`config.mk`:
```
export PLATFORM = sky130hd
export DESIGN_NAME = vlmr_fifo
export DESIGN_NICKNAME = d
export VERILOG_FILES = /design/src/hw/rtl/voxel_line_max_rasterizer_assert.svh /design/src/hw/rtl/vlmr_pkg.sv /design/src/hw/rtl/vlmr_fifo.sv
export SDC_FILE = /design/constraint.sdc
export NUM_CORES = 1
export LEC_CHECK = 0
export ABC_AREA = 1
export BUFFER_PORTS_ARGS = -buffer_cell sky130_fd_sc_hd__buf_2
export CORE_MARGIN = 10
export CORE_UTILIZATION = 56
export CTS_CLUSTER_DIAMETER = 120
export DETAILED_ROUTE_END_ITERATION = 12
export PLACE_DENSITY = 0.84
export SYNTH_ARGS = -nofsm -noshare
export SYNTH_HDL_FRONTEND = slang
export SYNTH_SLANG_ARGS = --single-unit
```
`constraint.sdc`:
```
create_clock -name clk -period 14.3 [get_ports clk]
set_input_delay 0 -clock clk [delete_from_list [all_inputs] [get_ports clk]]
set_output_delay 0 -clock clk [all_outputs]
set_load 0.1 [all_outputs]
```
`src/hw/rtl/voxel_line_max_rasterizer_assert.svh`:
```
// Assertion macros used by the voxel line max-rasteriser walker.
`ifndef VOXEL_LINE_MAX_RASTERIZER_ASSERT_SVH
`define VOXEL_LINE_MAX_RASTERIZER_ASSERT_SVH

// Same-cycle implication on clk, held off while arst_n is low.
`define VLMR_ASSERT_NOW(label, ante, cons, msg) \
	label: assert property (@(posedge clk) disable iff (!arst_n) (ante) |-> (cons)) \
		else $error(msg);

// Next-cycle implication on clk, held off while arst_n is low.
`define VLMR_ASSERT_NEXT(label, ante, cons, msg) \
	label: assert property (@(posedge clk) disable iff (!arst_n) (ante) |=> (cons)) \
		else $error(msg);

`endif

```
`src/hw/rtl/vlmr_pkg.sv`:
```
// Package: sizes, types and address helpers of the voxel line max-rasteriser.
package vlmr_pkg;

	localparam int VOL_DIM     = 32;
	localparam int VALUE_WIDTH = 16;
	localparam int COORD_W     = 11;
	localparam int VAL_IN_W    = 16;
	localparam int OUT_W       = 16;
	localparam int VOXELS      = VOL_DIM * VOL_DIM * VOL_DIM;
	localparam int ADDR_W      = $clog2(VOXELS);
	localparam int DIST_W      = COORD_W + 1;
	localparam int ERR_W       = COORD_W + 4;
	localparam int QUEUE_DEPTH = 2;

	typedef logic signed [COORD_W-1:0] coord_t;
	typedef logic [DIST_W-1:0]          dist_t;
	typedef logic signed [ERR_W-1:0]   err_t;
	typedef logic [VALUE_WIDTH-1:0]     val_t;
	typedef logic [ADDR_W-1:0]          addr_t;

	typedef enum logic [1:0] {
		AXIS_X,
		AXIS_Y,
		AXIS_Z
	} axis_t;

	typedef enum logic {
		KIND_DRAW,
		KIND_READ
	} kind_t;

	typedef enum logic [2:0] {
		ST_CLEAR,
		ST_IDLE,
		ST_WALK,
		ST_DRAIN,
		ST_RD,
		ST_RDW
	} back_state_t;

	typedef struct packed {
		kind_t            kind;
		coord_t [2:0]     p;
		coord_t           to_dom;
		dist_t  [2:0]     a;
		logic   [2:0]     neg;
		logic   [2:0]     nz;
		axis_t            dom;
		err_t   [2:0]     err;
		val_t             val;
	} item_t;

	function automatic logic in_vol(input coord_t [2:0] p);
		logic ok;
		ok = 1'b1;
		for (int i = 0; i < 3; i++) begin
			if (p[i] < 0 || p[i] >= VOL_DIM)
				ok = 1'b0;
		end
		return ok;
	endfunction

	function automatic addr_t voxel_addr(input coord_t [2:0] p);
		addr_t r;
		r = (addr_t'($unsigned(p[2])) * addr_t'(VOL_DIM) + addr_t'($unsigned(p[1])))
			* addr_t'(VOL_DIM) + addr_t'($unsigned(p[0]));
		return r;
	endfunction

endpackage

```
`src/hw/rtl/vlmr_fifo.sv`:
```
// Short item queue between the front end and the walker.
module vlmr_fifo import vlmr_pkg::*; (
	input  logic  clk,
	input  logic  arst_n,
	input  logic  push,
	input  item_t item_in,
	input  logic  pop,
	output item_t head,
	output logic  full,
	output logic  empty
);

	localparam int PTR_W = (QUEUE_DEPTH > 1) ? $clog2(QUEUE_DEPTH) : 1;
	localparam int CNT_W = $clog2(QUEUE_DEPTH + 1);

	item_t              ent_q [QUEUE_DEPTH];
	logic [PTR_W-1:0]   wr_ptr_q;
	logic [PTR_W-1:0]   rd_ptr_q;
	logic [CNT_W-1:0]   cnt_q;

	function automatic logic [PTR_W-1:0] ptr_inc(input logic [PTR_W-1:0] p);
		return (p == PTR_W'(QUEUE_DEPTH - 1)) ? '0 : p + PTR_W'(1);
	endfunction

	assign full  = (cnt_q == CNT_W'(QUEUE_DEPTH));
	assign empty = (cnt_q == '0);
	assign head  = ent_q[rd_ptr_q];

	always_ff @(posedge clk or negedge arst_n) begin
		if (!arst_n) begin
			wr_ptr_q <= '0;
			rd_ptr_q <= '0;
			cnt_q    <= '0;
		end else begin
			if (push)
				wr_ptr_q <= ptr_inc(wr_ptr_q);
			if (pop)
				rd_ptr_q <= ptr_inc(rd_ptr_q);
			if (push && !pop)
				cnt_q <= cnt_q + CNT_W'(1);
			else if (pop && !push)
				cnt_q <= cnt_q - CNT_W'(1);
		end
	end

	always_ff @(posedge clk) begin
		if (push)
			ent_q[wr_ptr_q] <= item_in;
	end

endmodule

```
==> metrics <==
GR Util met3 0.0688; Primary FF master, synth edfxtp_1; Setup Fix Bufs, Post-CTS 0; commonest non-fill, non-tap cells in the layout 305 x buf_2, 300 x edfxtp_1, 154 x dlygate4sd3_1, 90 x mux2_4, 60 x mux2_2; Cell Area, Synth 0.0114 sq mm; synthesized flop and latch total 304; Chip Width 163 um; GP Congestion 0.752; layout cells sized above 1 0.516; CP Max Fanout 54; Synth Instances 492; drt drc 0; GRT Util Overall 0.217; Clock Path Buffers 3; met2 Use GR 0.378; I/O pin count 306; clock skew 0.0164 ns; Total Wirelength 29.6 mm; ys async rst share 0.0132; grt ovf 0; syn nets 647; Tcrit/Tclk final 0.281; first-pass GRT wire length 44.5 mm; Hold Path Class in2reg; Slew Limit Fails 0; Netlist cell types 14; standard-cell row count 52; commonest non-fill, non-tap cell in the layout buf_2; Slew headroom 0.261; antenna violations before repair 5; Root Buffer clkbuf_16; Area growth syn-to-layout 38.4%; Die Area 0.0265 sq mm; hold slack 0.179 ns; Worst EP arrival 4.02 ns; Initial Util 0.567; Clock Sinks 304; # nets final 1,126; CTS buffer count 30; final setup fails 0; Post-synth EDFFs 300; H-tree depth 1; CTS tree built; post-layout util 0.785; Worst-Margin Slew 1.11 ns; Worst Setup Path Type reg2out; WL/cell 23.3 um; via count 6,651; Syn. warnings 0; crit start category flip-flop; Detailed Place HPWL 16.9 mm; Top Usage Layer GRT met2; critical path endpoint category output port; vias in the first global route 7,352; Layout fillers 963; Max Fclk 249 MHz; final hold violation count 0; maxcap violations 0; clk slew on worst S/H paths 0.06 ns; setup TNS 0 ns; iteration count of the initial detailed-routing pass 5; met1 usage 0.250; R2R cell count 3; Worst EP required 14.30 ns; die height 163 um; largest net degree at the start of global routing 84; Via-to-Cell Ratio 5.24; status completed; Avg Inst Size Synth 23.2 sq um; Antenna Nets Post-Route 0; IO buf count 305; RSZ-0062 raised after global routing false; first-iteration detailed-routing DRC count 484; sequential fraction of the synthesis area 0.799; clock latency at the later pin of the worst-skew pair 0.54 ns; Tmin final 4.02 ns; hold depth 2; core footprint 0.0201 sq mm
[worst paths after layout]
kind                              from           end  slack (ns)
max in group asynchronous       arst_n      rd_ptr_q       13.66
min                        item_in[19]  ent_q[0][19]        0.18
min reg2reg                   cnt_q[1]      cnt_q[1]        0.56
min in group asynchronous       arst_n      cnt_q[1]        0.43
max                           rd_ptr_q      head[46]       10.28
max reg2reg                   wr_ptr_q  ent_q[1][57]       11.87
[registers in the layout, summed over array words and instances, names as in the netlist]
signal,flops
wr_ptr_q,1
cnt_q,2
rd_ptr_q,1
ent_q,300
[kinds of logic after synthesis]
logic type	after synthesis	share of synthesized area
adder cells (fa/ha/maj)	1	0.00110
flip-flops	304	0.799
XOR/XNOR	3	0.00231
multiplexers	150	0.178
buffers and inverters	24	0.0158
AND/OR/NAND/NOR	10	0.00362
[repair_timing]
action                                 CTS  global route
hold buffers                           154             0
gates resized for setup                  0             0
endpoints found under the hold margin  308             0
[layout make-up]
class | count | area (sq um) | share of cell area
inverters | 7 | 31.3 | 0.00198
well taps | 270 | 338 | 0.0214
clock buffers | 33 | 783 | 0.0497
multi-input cells | 164 | 2110 | 0.134
flip-flops and latches | 304 | 9110 | 0.578
repair buffers | 464 | 3110 | 0.197
clock inverters | 23 | 277 | 0.0175
diodes | 5 | 12.5 | 0.000793
[worst max-delay path: stages (launching register included)]
cell and delay, ns:
dfrtp_4 0.92, buf_4 0.76, buf_4 0.88, mux2_4 0.32, buf_2 0.42
[metrics by stage]
stage	cells	setup WS (ns)	cell area [sq um]
final	1270	10.28	15800
after global routing	1270	10.14	15800
after CTS	1265	10.32	15800
after detailed placement	1055	10.90	13200
after global placement	1055	10.93	13200
after floorplan	492	6.99	11400
[synth_stat cells, types with 2 or more instances]
library cell,instances,area [sq um]
xor2_1,2,17.5
dfrtp_1,4,100
mux2_2,60,676
buf_6,11,124
edfxtp_1,300,9010
nor2_1,3,11.3
nand2_1,5,18.8
mux2_4,90,1350
inv_1,7,26.3
buf_2,6,30.0
[metal layers]
metal	vias to the layer above	routed length, um
met2	371	15400
met1	3324	10800
met4	0	578
met5	-	0
li1	2915	-
met3	41	2860
Power is left out: the tool's default activity adds up to more than one toggle a clock period on the data nets, which glitch-free logic cannot reach.
