**src/hw/rtl/voxel_line_max_rasterizer_assert.svh**
```systemverilog
// Assertion macros used by the voxel line max-rasteriser walker.
`ifndef VOXEL_LINE_MAX_RASTERIZER_ASSERT_SVH
`define VOXEL_LINE_MAX_RASTERIZER_ASSERT_SVH

// Same-cycle implication on clk, held off while arst_n is low.
`define VLMR_ASSERT_NOW(label, ante, cons, msg) \
	label: assert property (@(posedge clk) disable iff (!arst_n) (ante) |-> (cons)) \
		else $error(msg);

// Next-cycle implication on clk, held off while arst_n is low.
`define VLMR_ASSERT_NEXT(label, ante, cons, msg) \
	label: assert property (@(posedge clk) disable iff (!arst_n) (ante) |=> (cons)) \
		else $error(msg);

`endif

```
**src/hw/rtl/vlmr_pkg.sv**
```systemverilog
// Package: sizes, types and address helpers of the voxel line max-rasteriser.
package vlmr_pkg;

	localparam int VOL_DIM     = 32;
	localparam int VALUE_WIDTH = 16;
	localparam int COORD_W     = 11;
	localparam int VAL_IN_W    = 16;
	localparam int OUT_W       = 16;
	localparam int VOXELS      = VOL_DIM * VOL_DIM * VOL_DIM;
	localparam int ADDR_W      = $clog2(VOXELS);
	localparam int DIST_W      = COORD_W + 1;
	localparam int ERR_W       = COORD_W + 4;
	localparam int QUEUE_DEPTH = 2;

	typedef logic signed [COORD_W-1:0] coord_t;
	typedef logic [DIST_W-1:0]          dist_t;
	typedef logic signed [ERR_W-1:0]   err_t;
	typedef logic [VALUE_WIDTH-1:0]     val_t;
	typedef logic [ADDR_W-1:0]          addr_t;

	typedef enum logic [1:0] {
		AXIS_X,
		AXIS_Y,
		AXIS_Z
	} axis_t;

	typedef enum logic {
		KIND_DRAW,
		KIND_READ
	} kind_t;

	typedef enum logic [2:0] {
		ST_CLEAR,
		ST_IDLE,
		ST_WALK,
		ST_DRAIN,
		ST_RD,
		ST_RDW
	} back_state_t;

	typedef struct packed {
		kind_t            kind;
		coord_t [2:0]     p;
		coord_t           to_dom;
		dist_t  [2:0]     a;
		logic   [2:0]     neg;
		logic   [2:0]     nz;
		axis_t            dom;
		err_t   [2:0]     err;
		val_t             val;
	} item_t;

	function automatic logic in_vol(input coord_t [2:0] p);
		logic ok;
		ok = 1'b1;
		for (int i = 0; i < 3; i++) begin
			if (p[i] < 0 || p[i] >= VOL_DIM)
				ok = 1'b0;
		end
		return ok;
	endfunction

	function automatic addr_t voxel_addr(input coord_t [2:0] p);
		addr_t r;
		r = (addr_t'($unsigned(p[2])) * addr_t'(VOL_DIM) + addr_t'($unsigned(p[1])))
			* addr_t'(VOL_DIM) + addr_t'($unsigned(p[0]));
		return r;
	endfunction

endpackage

```
**src/hw/rtl/vlmr_front.sv**
```systemverilog
// Front end: takes command transfers and sets up the line walk parameters.
module vlmr_front import vlmr_pkg::*; (
	input  logic                   start,
	input  logic                   kind,
	input  logic [COORD_W-1:0]     x_start,
	input  logic [COORD_W-1:0]     y_start,
	input  logic [COORD_W-1:0]     z_start,
	input  logic [COORD_W-1:0]     x_end,
	input  logic [COORD_W-1:0]     y_end,
	input  logic [COORD_W-1:0]     z_end,
	input  logic [VAL_IN_W-1:0]    value,
	input  logic                   full,
	input  logic                   clearing,
	output logic                   busy,
	output logic                   push,
	output item_t                  item
);

	coord_t [2:0]                 from_c;
	coord_t [2:0]                 to_c;
	logic signed [COORD_W:0]      d   [3];
	logic signed [COORD_W:0]      mag [3];
	dist_t  [2:0]                 a;
	axis_t                        dom;
	dist_t                        half;

	assign from_c[0] = coord_t'(x_start);
	assign from_c[1] = coord_t'(y_start);
	assign from_c[2] = coord_t'(z_start);
	assign to_c[0]   = coord_t'(x_end);
	assign to_c[1]   = coord_t'(y_end);
	assign to_c[2]   = coord_t'(z_end);

	assign busy = full | clearing;
	assign push = start & ~busy;

	always_comb begin
		for (int i = 0; i < 3; i++) begin
			d[i]   = {to_c[i][COORD_W-1], to_c[i]} - {from_c[i][COORD_W-1], from_c[i]};
			mag[i] = d[i][COORD_W] ? -d[i] : d[i];
			a[i]   = {mag[i][COORD_W-1:0], 1'b0};
		end
		if (a[0] >= a[1] && a[0] >= a[2])
			dom = AXIS_X;
		else if (a[1] >= a[2])
			dom = AXIS_Y;
		else
			dom = AXIS_Z;
		half = a[dom] >> 1;

		item.kind   = kind ? KIND_READ : KIND_DRAW;
		item.p      = from_c;
		item.to_dom = to_c[dom];
		item.a      = a;
		item.dom    = dom;
		item.val    = val_t'(value);
		for (int i = 0; i < 3; i++) begin
			item.neg[i] = d[i][COORD_W];
			item.nz[i]  = (d[i] != '0);
			item.err[i] = err_t'(a[i]) - err_t'(half);
		end
	end

endmodule

```
**config.mk**
```make
export PLATFORM = sky130hd
export DESIGN_NAME = vlmr_front
export DESIGN_NICKNAME = d
export VERILOG_FILES = /design/src/hw/rtl/voxel_line_max_rasterizer_assert.svh /design/src/hw/rtl/vlmr_pkg.sv /design/src/hw/rtl/vlmr_front.sv
export SDC_FILE = /design/constraint.sdc
export NUM_CORES = 1
export LEC_CHECK = 0
export BUFFER_PORTS_ARGS = -buffer_cell sky130_fd_sc_hd__buf_2
export CORE_ASPECT_RATIO = 1.25
export CORE_UTILIZATION = 45
export DETAILED_ROUTE_END_ITERATION = 12
export GPL_ROUTABILITY_DRIVEN = 0
export PLACE_DENSITY = 0.76
export SLEW_MARGIN = 40
export SYNTH_ARGS = -nofsm -noshare
export SYNTH_HDL_FRONTEND = slang
export SYNTH_SLANG_ARGS = --single-unit
```
**constraint.sdc**
```tcl
create_clock -name vclk -period 18.85
set_clock_uncertainty 0.2 [all_clocks]
set_input_delay 3.77 -clock vclk [all_inputs]
set_output_delay 3.77 -clock vclk [all_outputs]
set_load 0.005 [all_outputs]
```
==> qor.csv <==
metric,value,unit
CTS resizes,0,
Worst Setup End Kind,output pin,
pin count of the biggest net entering global routing,37,
Critical Path RT,14.88,ns
most frequent cell after synthesis,inv_1,
RSZ-0062 raised after global routing,no,
Worst Hold Class,primary input to output pin,
YS warnings,0,
count of pins over their slew limit,0,
WL/cell,14.63,um
"Worst Setup Slack, final",4.431,ns
Reg area,0,um2
Core Area,11780,um2
std cell rows,44,
VDD IR max,0.1323,mV
most instantiated cells after synthesis,"inv_1, nor2_1, ha_1, buf_4, nand2_1",
share of post-route cells with drive strength above 1,0.2694,
drt drc,0,
power per cell area,177.6,nW/um2
Die H,126.0,um
vias in the first global route,5156,
Final ANT Viol Nets,0,
synth unique cells,87,
initial core utilization,0.4695,
CP Class,primary input to output pin,
Vias/cell,5.399,
die width,101.2,um
synth-to-layout area growth,13.05,%
Setup TNS,0,ns
die area,12740,um2
arrival time worst endpoint,10.45,ns
Global Route Usage Sum,0.2399,
sequential cell count,0,
CP Max Fanout,36,
top cell type's share of synthesized area,0.1538,
final hold vios,0,
Post-CTS Setup Bufs,0,
drt pass-1 iters,5,
Post-Syn Area per Cell,6.932,um2
measured slew at the worst slew-check pin,0.7368,ns
NumNets Final,1087,
post-DP HPWL,13800,um
Max Cap Viol,0,
leakage power total,0.003239,uW
Setup WS pre-CTS,4.446,ns
cell area after synthesis,5532,um2
fmax,0.06935,GHz
"Remaining Overflow, GRT",0,
Final Power,1110,uW
minimum clock period,14.42,ns
Post-Synthesis Cells,798,
area of the multi-input gates,4673,um2
WL final,15930,um
fillers,1234,
Iter 0 DRT Violations,249,
final setup fails,0,
Worst slew margin,0.5053,
clkbuf count,0,
Vias,5879,
"Seq/Total Area, Yosys",0,
Critical Path Start Type,primary input,
CTS Hold Bufs,0,
leading area contributor after synthesis,ha_1,
Final Cycle Share,0.7649,
Layout Utilization,0.5308,
I/O Pins,238,
status,finished clean,
Area contributors post-synth,"ha_1, xnor2_1, buf_4",
initial antenna violation count,0,
Antenna Diode Count,0,
port bufs,201,
first-pass GRT wire length,25160,um
-- cell type report --
class                      count  share of cell area
tap                          161             0.03221
timing repair buffer         203              0.1653
inverter                      92             0.05522
multi-input combinational    633              0.7473
-- power breakdown --
| group | switching, uW | internal (uW) | leakage (uW) |
|---|---|---|---|
| Combinational | 600 | 510 | 0.00324 |
| Sequential | 0 | 0 | 0 |
| Clock | 0 | 0 | 0 |
-- layout by cell type, fill, tap and decap left out, drive strengths merged, types with 4 or more instances in the layout --
| cell type | n |
|---|---|
| o21a | 5 |
| a31oi | 13 |
| a211o | 5 |
| a21o | 17 |
| o21ai | 44 |
| o211ai | 11 |
| inv | 92 |
| mux2i | 23 |
| a221oi | 4 |
| nor2b | 11 |
| and3 | 4 |
| a211oi | 13 |
| and2 | 5 |
| maj3 | 10 |
| ha | 68 |
| o31ai | 7 |
| xnor2 | 58 |
| nor3 | 14 |
| nor2 | 74 |
| buf | 203 |
| nand2 | 61 |
| nand3 | 8 |
| nand2b | 18 |
| a21oi | 60 |
| xor2 | 24 |
| or3 | 11 |
-- cells by family after synthesis --
family                     share of synthesized area
muxes                                        0.04908
adders and majority gates                     0.1839
buffers and inverters                         0.1595
AOI/OAI and AO/OA                             0.2775
and+or+nand+nor                               0.1968
other                                      0.0006779
xor gates and xnor gates                      0.1326
-- metal layers --
metal | GRT usage | share of wire
met1 | 0.3081 | 0.43
met2 | 0.4314 | 0.48
met3 | 0.01332 | 0.054
met4 | 0.05797 | 0.027
met5 | 0 | 0
-- worst max-delay path, cell delays in order --
cell and delay, ns:
buf_2 0.11, ha_1 0.22, fa_1 0.39, nand2b_1 0.18, a211oi_1 0.37, nor4_1 0.11
o31a_2 0.38, a21oi_1 0.18, xnor2_1 0.24, inv_1 0.17, ha_1 0.33, o21ai_0 0.08
a21oi_1 0.15, a221o_1 0.21, o21ba_2 0.18, a211oi_1 0.28, a31oi_1 0.12, a2111o_2 0.66
buf_12 0.26, mux2i_2 0.32, a21oi_1 0.11, o211ai_2 0.22, a31oi_2 0.17, or3_4 0.41
a41oi_4 0.27, o21ai_2 0.12, a211oi_2 0.27, buf_2 0.16
-- path summary, 6_finish.rpt --
kind / start / endpoint / slack, ns / depth (start not counted)
setup / recovery: z_start[0] / item[29] / 4.43 / 28
hold / removal: value[0] / item[0] / 7.34 / 0
-- metrics by stage --
stage	hold WS, ns	cell area (um2)	instances
global placement	7.340	6218	1088
global route	7.340	6254	1089
CTS	7.340	6238	1089
detailed placement	7.340	6238	1089
finish	7.340	6254	1089
floorplan	7.411	5539	800
Note: power is estimated with default switching activity, not from simulation.
