===== config.mk =====
export PLATFORM = sky130hd
export DESIGN_NAME = vlmr_walk
export DESIGN_NICKNAME = d
export VERILOG_FILES = /design/src/hw/rtl/vlmr_pkg.sv /design/src/hw/rtl/vlmr_walk.sv
export VERILOG_INCLUDE_DIRS = /design/src /design/src/hw/rtl
export SDC_FILE = /design/constraint.sdc
export NUM_CORES = 1
export LEC_CHECK = 0
export BUFFER_PORTS_ARGS = -buffer_cell sky130_fd_sc_hd__buf_2
export CAP_MARGIN = 0
export CORE_ASPECT_RATIO = 0.8
export CORE_MARGIN = 5
export CORE_UTILIZATION = 45
export CTS_BUF_LIST = sky130_fd_sc_hd__clkbuf_2
export DETAILED_ROUTE_END_ITERATION = 6
export PLACE_DENSITY = 0.66
export SYNTH_ARGS = -nofsm -noshare
export SYNTH_HDL_FRONTEND = slang
export SYNTH_SLANG_ARGS = --single-unit

===== constraint.sdc =====
create_clock -name clk -period 4.8 [get_ports clk]
set_clock_uncertainty 0.2 [all_clocks]
set_input_delay 0.48 -clock clk [delete_from_list [all_inputs] [get_ports clk]]
set_output_delay 0.48 -clock clk [all_outputs]
set_load 0.1 [all_outputs]

===== src/hw/rtl/voxel_line_max_rasterizer_assert.svh =====
// Assertion macros used by the voxel line max-rasteriser walker.
`ifndef VOXEL_LINE_MAX_RASTERIZER_ASSERT_SVH
`define VOXEL_LINE_MAX_RASTERIZER_ASSERT_SVH

// Same-cycle implication on clk, held off while arst_n is low.
`define VLMR_ASSERT_NOW(label, ante, cons, msg) \
	label: assert property (@(posedge clk) disable iff (!arst_n) (ante) |-> (cons)) \
		else $error(msg);

// Next-cycle implication on clk, held off while arst_n is low.
`define VLMR_ASSERT_NEXT(label, ante, cons, msg) \
	label: assert property (@(posedge clk) disable iff (!arst_n) (ante) |=> (cons)) \
		else $error(msg);

`endif


===== src/hw/rtl/vlmr_pkg.sv =====
// Package: sizes, types and address helpers of the voxel line max-rasteriser.
package vlmr_pkg;

	localparam int VOL_DIM     = 32;
	localparam int VALUE_WIDTH = 16;
	localparam int COORD_W     = 11;
	localparam int VAL_IN_W    = 16;
	localparam int OUT_W       = 16;
	localparam int VOXELS      = VOL_DIM * VOL_DIM * VOL_DIM;
	localparam int ADDR_W      = $clog2(VOXELS);
	localparam int DIST_W      = COORD_W + 1;
	localparam int ERR_W       = COORD_W + 4;
	localparam int QUEUE_DEPTH = 2;

	typedef logic signed [COORD_W-1:0] coord_t;
	typedef logic [DIST_W-1:0]          dist_t;
	typedef logic signed [ERR_W-1:0]   err_t;
	typedef logic [VALUE_WIDTH-1:0]     val_t;
	typedef logic [ADDR_W-1:0]          addr_t;

	typedef enum logic [1:0] {
		AXIS_X,
		AXIS_Y,
		AXIS_Z
	} axis_t;

	typedef enum logic {
		KIND_DRAW,
		KIND_READ
	} kind_t;

	typedef enum logic [2:0] {
		ST_CLEAR,
		ST_IDLE,
		ST_WALK,
		ST_DRAIN,
		ST_RD,
		ST_RDW
	} back_state_t;

	typedef struct packed {
		kind_t            kind;
		coord_t [2:0]     p;
		coord_t           to_dom;
		dist_t  [2:0]     a;
		logic   [2:0]     neg;
		logic   [2:0]     nz;
		axis_t            dom;
		err_t   [2:0]     err;
		val_t             val;
	} item_t;

	function automatic logic in_vol(input coord_t [2:0] p);
		logic ok;
		ok = 1'b1;
		for (int i = 0; i < 3; i++) begin
			if (p[i] < 0 || p[i] >= VOL_DIM)
				ok = 1'b0;
		end
		return ok;
	endfunction

	function automatic addr_t voxel_addr(input coord_t [2:0] p);
		addr_t r;
		r = (addr_t'($unsigned(p[2])) * addr_t'(VOL_DIM) + addr_t'($unsigned(p[1])))
			* addr_t'(VOL_DIM) + addr_t'($unsigned(p[0]));
		return r;
	endfunction

endpackage


===== src/hw/rtl/vlmr_walk.sv =====
// Back end: volume clear, line walk with max-write, voxel reads and results.
module vlmr_walk import vlmr_pkg::*; (
	input  logic               clk,
	input  logic               arst_n,
	input  item_t              head,
	input  logic               empty,
	output logic               pop,
	output logic               clearing,
	output logic               ram_we,
	output addr_t              ram_waddr,
	output val_t               ram_wdata,
	output addr_t              ram_raddr,
	input  val_t               ram_rdata,
	output logic               done,
	output logic [OUT_W-1:0]   read_value,
	output logic               in_range
);

	`include "voxel_line_max_rasterizer_assert.svh"

	back_state_t        state_q;
	back_state_t        state_d;
	item_t              cur_q;
	addr_t              clr_q;
	logic               wr_s1;
	logic               hit_s1;
	addr_t              addr_s1;
	logic               done_q;
	logic [OUT_W-1:0]   read_value_q;
	logic               in_range_q;

	logic               at_end;
	logic               hit;
	dist_t              a_dom;
	coord_t [2:0]       stp;
	coord_t [2:0]       p_n;
	err_t   [2:0]       err_n;

	assign hit       = in_vol(cur_q.p);
	assign at_end    = (cur_q.p[cur_q.dom] == cur_q.to_dom);
	assign a_dom     = cur_q.a[cur_q.dom];
	assign ram_raddr = voxel_addr(cur_q.p);
	assign clearing  = (state_q == ST_CLEAR);

	always_comb begin
		p_n   = cur_q.p;
		err_n = cur_q.err;
		for (int i = 0; i < 3; i++) begin
			stp[i] = !cur_q.nz[i] ? coord_t'(0) : (cur_q.neg[i] ? coord_t'(-1) : coord_t'(1));
			if (cur_q.dom == axis_t'(i)) begin
				p_n[i] = cur_q.p[i] + stp[i];
			end else if (!cur_q.err[i][ERR_W-1]) begin
				p_n[i]   = cur_q.p[i] + stp[i];
				err_n[i] = cur_q.err[i] - err_t'(a_dom) + err_t'(cur_q.a[i]);
			end else begin
				err_n[i] = cur_q.err[i] + err_t'(cur_q.a[i]);
			end
		end
	end

	always_comb begin
		if (clearing) begin
			ram_we    = 1'b1;
			ram_waddr = clr_q;
			ram_wdata = '0;
		end else begin
			ram_we    = wr_s1 && (cur_q.val > ram_rdata);
			ram_waddr = addr_s1;
			ram_wdata = cur_q.val;
		end
	end

	always_comb begin
		state_d = state_q;
		pop     = 1'b0;
		unique case (state_q)
			ST_CLEAR: begin
				if (clr_q == addr_t'(VOXELS - 1))
					state_d = ST_IDLE;
			end
			ST_IDLE: begin
				if (!empty) begin
					pop     = 1'b1;
					state_d = (head.kind == KIND_READ) ? ST_RD : ST_WALK;
				end
			end
			ST_WALK: begin
				if (at_end)
					state_d = ST_DRAIN;
			end
			ST_DRAIN: state_d = ST_IDLE;
			ST_RD:    state_d = ST_RDW;
			ST_RDW:   state_d = ST_IDLE;
			default:  state_d = ST_IDLE;
		endcase
	end

	always_ff @(posedge clk or negedge arst_n) begin
		if (!arst_n)
			state_q <= ST_CLEAR;
		else
			state_q <= state_d;
	end

	always_ff @(posedge clk or negedge arst_n) begin
		if (!arst_n) begin
			clr_q        <= '0;
			wr_s1        <= 1'b0;
			hit_s1       <= 1'b0;
			done_q       <= 1'b0;
			in_range_q   <= 1'b0;
			read_value_q <= '0;
		end else begin
			if (clearing)
				clr_q <= clr_q + addr_t'(1);
			wr_s1  <= (state_q == ST_WALK) && hit;
			hit_s1 <= hit;
			done_q <= (state_q == ST_DRAIN) || (state_q == ST_RDW);
			if (state_q == ST_RDW) begin
				in_range_q   <= hit_s1;
				read_value_q <= hit_s1 ? OUT_W'(ram_rdata) : '0;
			end else begin
				in_range_q   <= 1'b0;
				read_value_q <= '0;
			end
		end
	end

	always_ff @(posedge clk) begin
		addr_s1 <= ram_raddr;
		if (pop) begin
			cur_q <= head;
		end else if (state_q == ST_WALK && !at_end) begin
			cur_q.p   <= p_n;
			cur_q.err <= err_n;
		end
	end

	assign done       = done_q;
	assign read_value = read_value_q;
	assign in_range   = in_range_q;

	`VLMR_ASSERT_NEXT(a_done_single, done_q, !done_q, "result strobe held over two cycles")
	`VLMR_ASSERT_NOW(a_range_needs_done, in_range_q, done_q, "in_range set without a result")
	`VLMR_ASSERT_NOW(a_miss_reads_zero, done_q && !in_range_q, read_value_q == '0, "stray read value")
	`VLMR_ASSERT_NOW(a_write_after_issue, ram_we && !clearing, wr_s1, "write with no read issued")

endmodule

==> results.py <==
metrics = {
    "timing": {
        "drv_slew": 0,
        "layout_min_cycle_time_ps": 4188,
        "slew_headroom_pct": 27.94,
        "setup_slack_ps": 611.5,
        "rsz0062_at_grt": "no",
        "hold_viol": 0,
        "setup_viol": 0,
        "period_share_pct": 87.26,
        "fmax_mhz": 238.8,
        "worst_pin_slew_ps": 1081,
        "setup_tns_ps": 0,
    },
    "logic_synthesis": {
        "netlist_instances": 1576,
        "synth_edf_count": 149,
        "syn-cell-area_um2": 15300,
        "yosysUniqueCellTypes": 76,
        "yosys.area.top_type": "edfxtp_1",
        "synth_commonest_cells": "207 x inv_1, 149 x edfxtp_1, 141 x ha_1",
        "yosysTopAreaCellShare_pct": 29.24,
        "syn-num-nets": 1930,
        "synth_area_per_cell_um2": 9.709,
        "synth.most_common_cell": "inv_1",
        "synthArstFlopShare_pct": 18.81,
        "yosys_most_used_dff": "edfxtp_1",
        "ys_top_cells_by_area": "edfxtp_1 29%, ha_1 12%, dfrtp_1 6.2%",
        "seq_area_frac_synth_pct": 37.42,
        "ys_ff_latch": 202,
        "yosysWarningCount": 0,
    },
    "global_routing": {
        "grt_use_total_pct": 23.48,
        "grt_remaining_overflow": 0,
        "grt_max_degree": 70,
        "antenna_found_initial": 1,
        "grt_pass1_wl_mm": 71.89,
        "grt_pass1_vias": 13550,
    },
    "clocking": {
        "cts_tree": "built",
        "cts_buffer_depth": 3,
        "root_buffer": "clkbuf_2",
        "numCtsBuffers": 56,
        "htreeDepth": 2,
        "clock_latency_ps": 950,
        "post-cts-setup-buffer-count": 0,
        "clkSlewWorstSetupHoldPaths_ps": 110,
        "cts_sinks": 202,
    },
    "final_layout": {
        "syn_to_final_growth_pct": 28.48,
        "fin_cells": 2537,
        "fin_nets": 2408,
        "fin_util_pct": 58.45,
        "drive_above_1_share_pct": 17.46,
    },
    "floorplanning": {
        "fp.dieW_um": 216.2,
        "die_area_um2": 37810,
        "die_h_um": 174.9,
        "start_util_pct": 45.49,
        "core-area_um2": 33630,
        "rows": 60,
        "num_io_pins": 236,
    },
    "run": {
        "cap_violations": 0,
    },
    "detailed_routing": {
        "vias": 13580,
        "wire_per_inst_um": 17.98,
        "vias_per_cell": 5.354,
        "drt_iter0_markers": 800,
        "finalWirelength_mm": 45.61,
        "drc_errors": 0,
        "postRouteAntennaNets": 0,
        "drt_pre_antenna_iters": 5,
    },
    "critical_path": {
        "cp-start-kind": "flip-flop",
        "critPathMostFrequentCell": "a21oi_1",
        "rr_worst_depth": 13,
        "end_kind": "output pin",
        "reg2reg_to": "cur_q[27]",
        "rr_startpoint": "cur_q[62]",
        "critPathRequiredTime_ps": 4120,
        "critPathSlowestCell": "edfxtp_1",
        "cpPeakStageDelay_ps": 530,
        "critical_path.cell_chain": "ha_1 > a21o_1 > a21oi_1 > o21bai_1 > a21oi_1 > nor2b_1 > o21ai_0 > xnor2_1 > buf_2",
        "reg2reg_slack_ps": 610,
        "cp_max_fo": 5,
        "crit_type": "flip-flop to output pin",
        "cp.arrival_ps": 3510,
    },
    "hold_path": {
        "min_from": "head[108]",
        "min_to": "cur_q[108]",
        "holdCritPathClass": "input pin to flip-flop",
        "min_path_cells": 2,
    },
    "place": {
        "hpwl_mm": 32.96,
        "place.gp.congestion": 0.9533,
        "place_inst": 2206,
        "pre_cts_ws_ps": 685.0,
        "portBuffers": 235,
    },
    "outcome": {
        "status": "finished clean",
    },
}
cells in the final DEF, fill, tap and decap left out, drive strengths merged, types with 8 or more instances in the layout:
master and count:
a21o 37, ha 141, a31oi 11, xor2 27, mux2 22, inv 208
nand2 80, buf 244, o2bb2ai 8, nor3 19, edfxtp 149, nand4 15
nand2b 15, a21oi 124, clkinv 25, mux2i 33, dfrtp 38, and2 19
xnor2 88, o22ai 17, nor2b 40, nor2 119, and3 15, o21ai 81
fa 44, a211oi 22, or3 12, o21a 20, dfxtp 15, dlygate4sd3 223
clkbuf 78, o21bai 9, nand3 18
area by class of cell:
cell class                 instances  area (um^2)
fill                            2875        13970
multi-input combinational       1119         8559
sequential                       202         5725
timing repair buffer             467         3501
inverter                         208        783.3
tap                              434        543.0
clock buffer                      78        390.4
clock inverter                    28        153.9
antenna                            1        2.502
worst max-delay path by stage:
| stage | slack [ps] | cells past startpoint | startpoint | end |
|---|---|---|---|---|
| 2_1_floorplan | 620 | 15 | cur_q[62] | cur_q[39] |
| 4_1_cts | 530 | 9 | cur_q[122] | ram_raddr[12] |
| 5_1_grt | 390 | 11 | cur_q[121] | ram_raddr[13] |
| 3_5_place_dp | 690 | 13 | cur_q[62] | cur_q[27] |
| 3_3_place_gp | 790 | 13 | cur_q[62] | cur_q[45] |
| 6_report | 610 | 9 | cur_q[122] | ram_raddr[12] |
repair_timing:
action / 4_1_cts / 5_1_grt
resized for setup: 0 / 0
hold buffers: 224 / 0
setup endpoints to repair: 0 / 0
endpoints found under the hold margin: 205 / 0
cells by family after synthesis:
group / count (synthesis) / share of synthesized area, %
muxes: 55 / 3.778
buffers and inverters: 255 / 6.673
AOI/OAI and AO/OA: 383 / 15.82
DFF: 202 / 37.42
xor gates and xnor gates: 115 / 6.583
and+or+nand+nor: 381 / 12.45
adders and majority gates: 185 / 17.29
flip-flops by register name (all words and copies together), names as in the netlist:
signal	flops
cur_q	149
read_value	16
addr_s1	15
clr_q	15
state_q	3
done	1
hit_s1	1
in_range	1
wr_s1	1
layer usage:
layer,GRT usage (%),up-vias,share of wire [%]
met5,0,-,0
met4,6.808,0,2.5
met3,3.534,90,6.1
met2,37.28,454,45
met1,33.60,6502,47
li1,-,6538,-
critical path: cells and delay by family (launching register included):
kind | cells | cell delay [ps]
buffers and inverters | 1 | 470
adders and majority gates | 1 | 340
xor gates and xnor gates | 1 | 180
and+or+nand+nor | 1 | 80
DFF | 1 | 530
AOI/OAI and AO/OA | 5 | 950
per-stage QoR:
step	hold WS, ps	area [um^2]
2_1_floorplan	-15.59	15300
3_3_place_gp	274.6	16860
3_5_place_dp	283.7	16860
4_1_cts	3.298	19660
5_1_grt	22.10	19660
6_report	92.02	19660
Power is left out: the tool's default activity adds up to more than one toggle a clock period on the data nets, which glitch-free logic cannot reach.
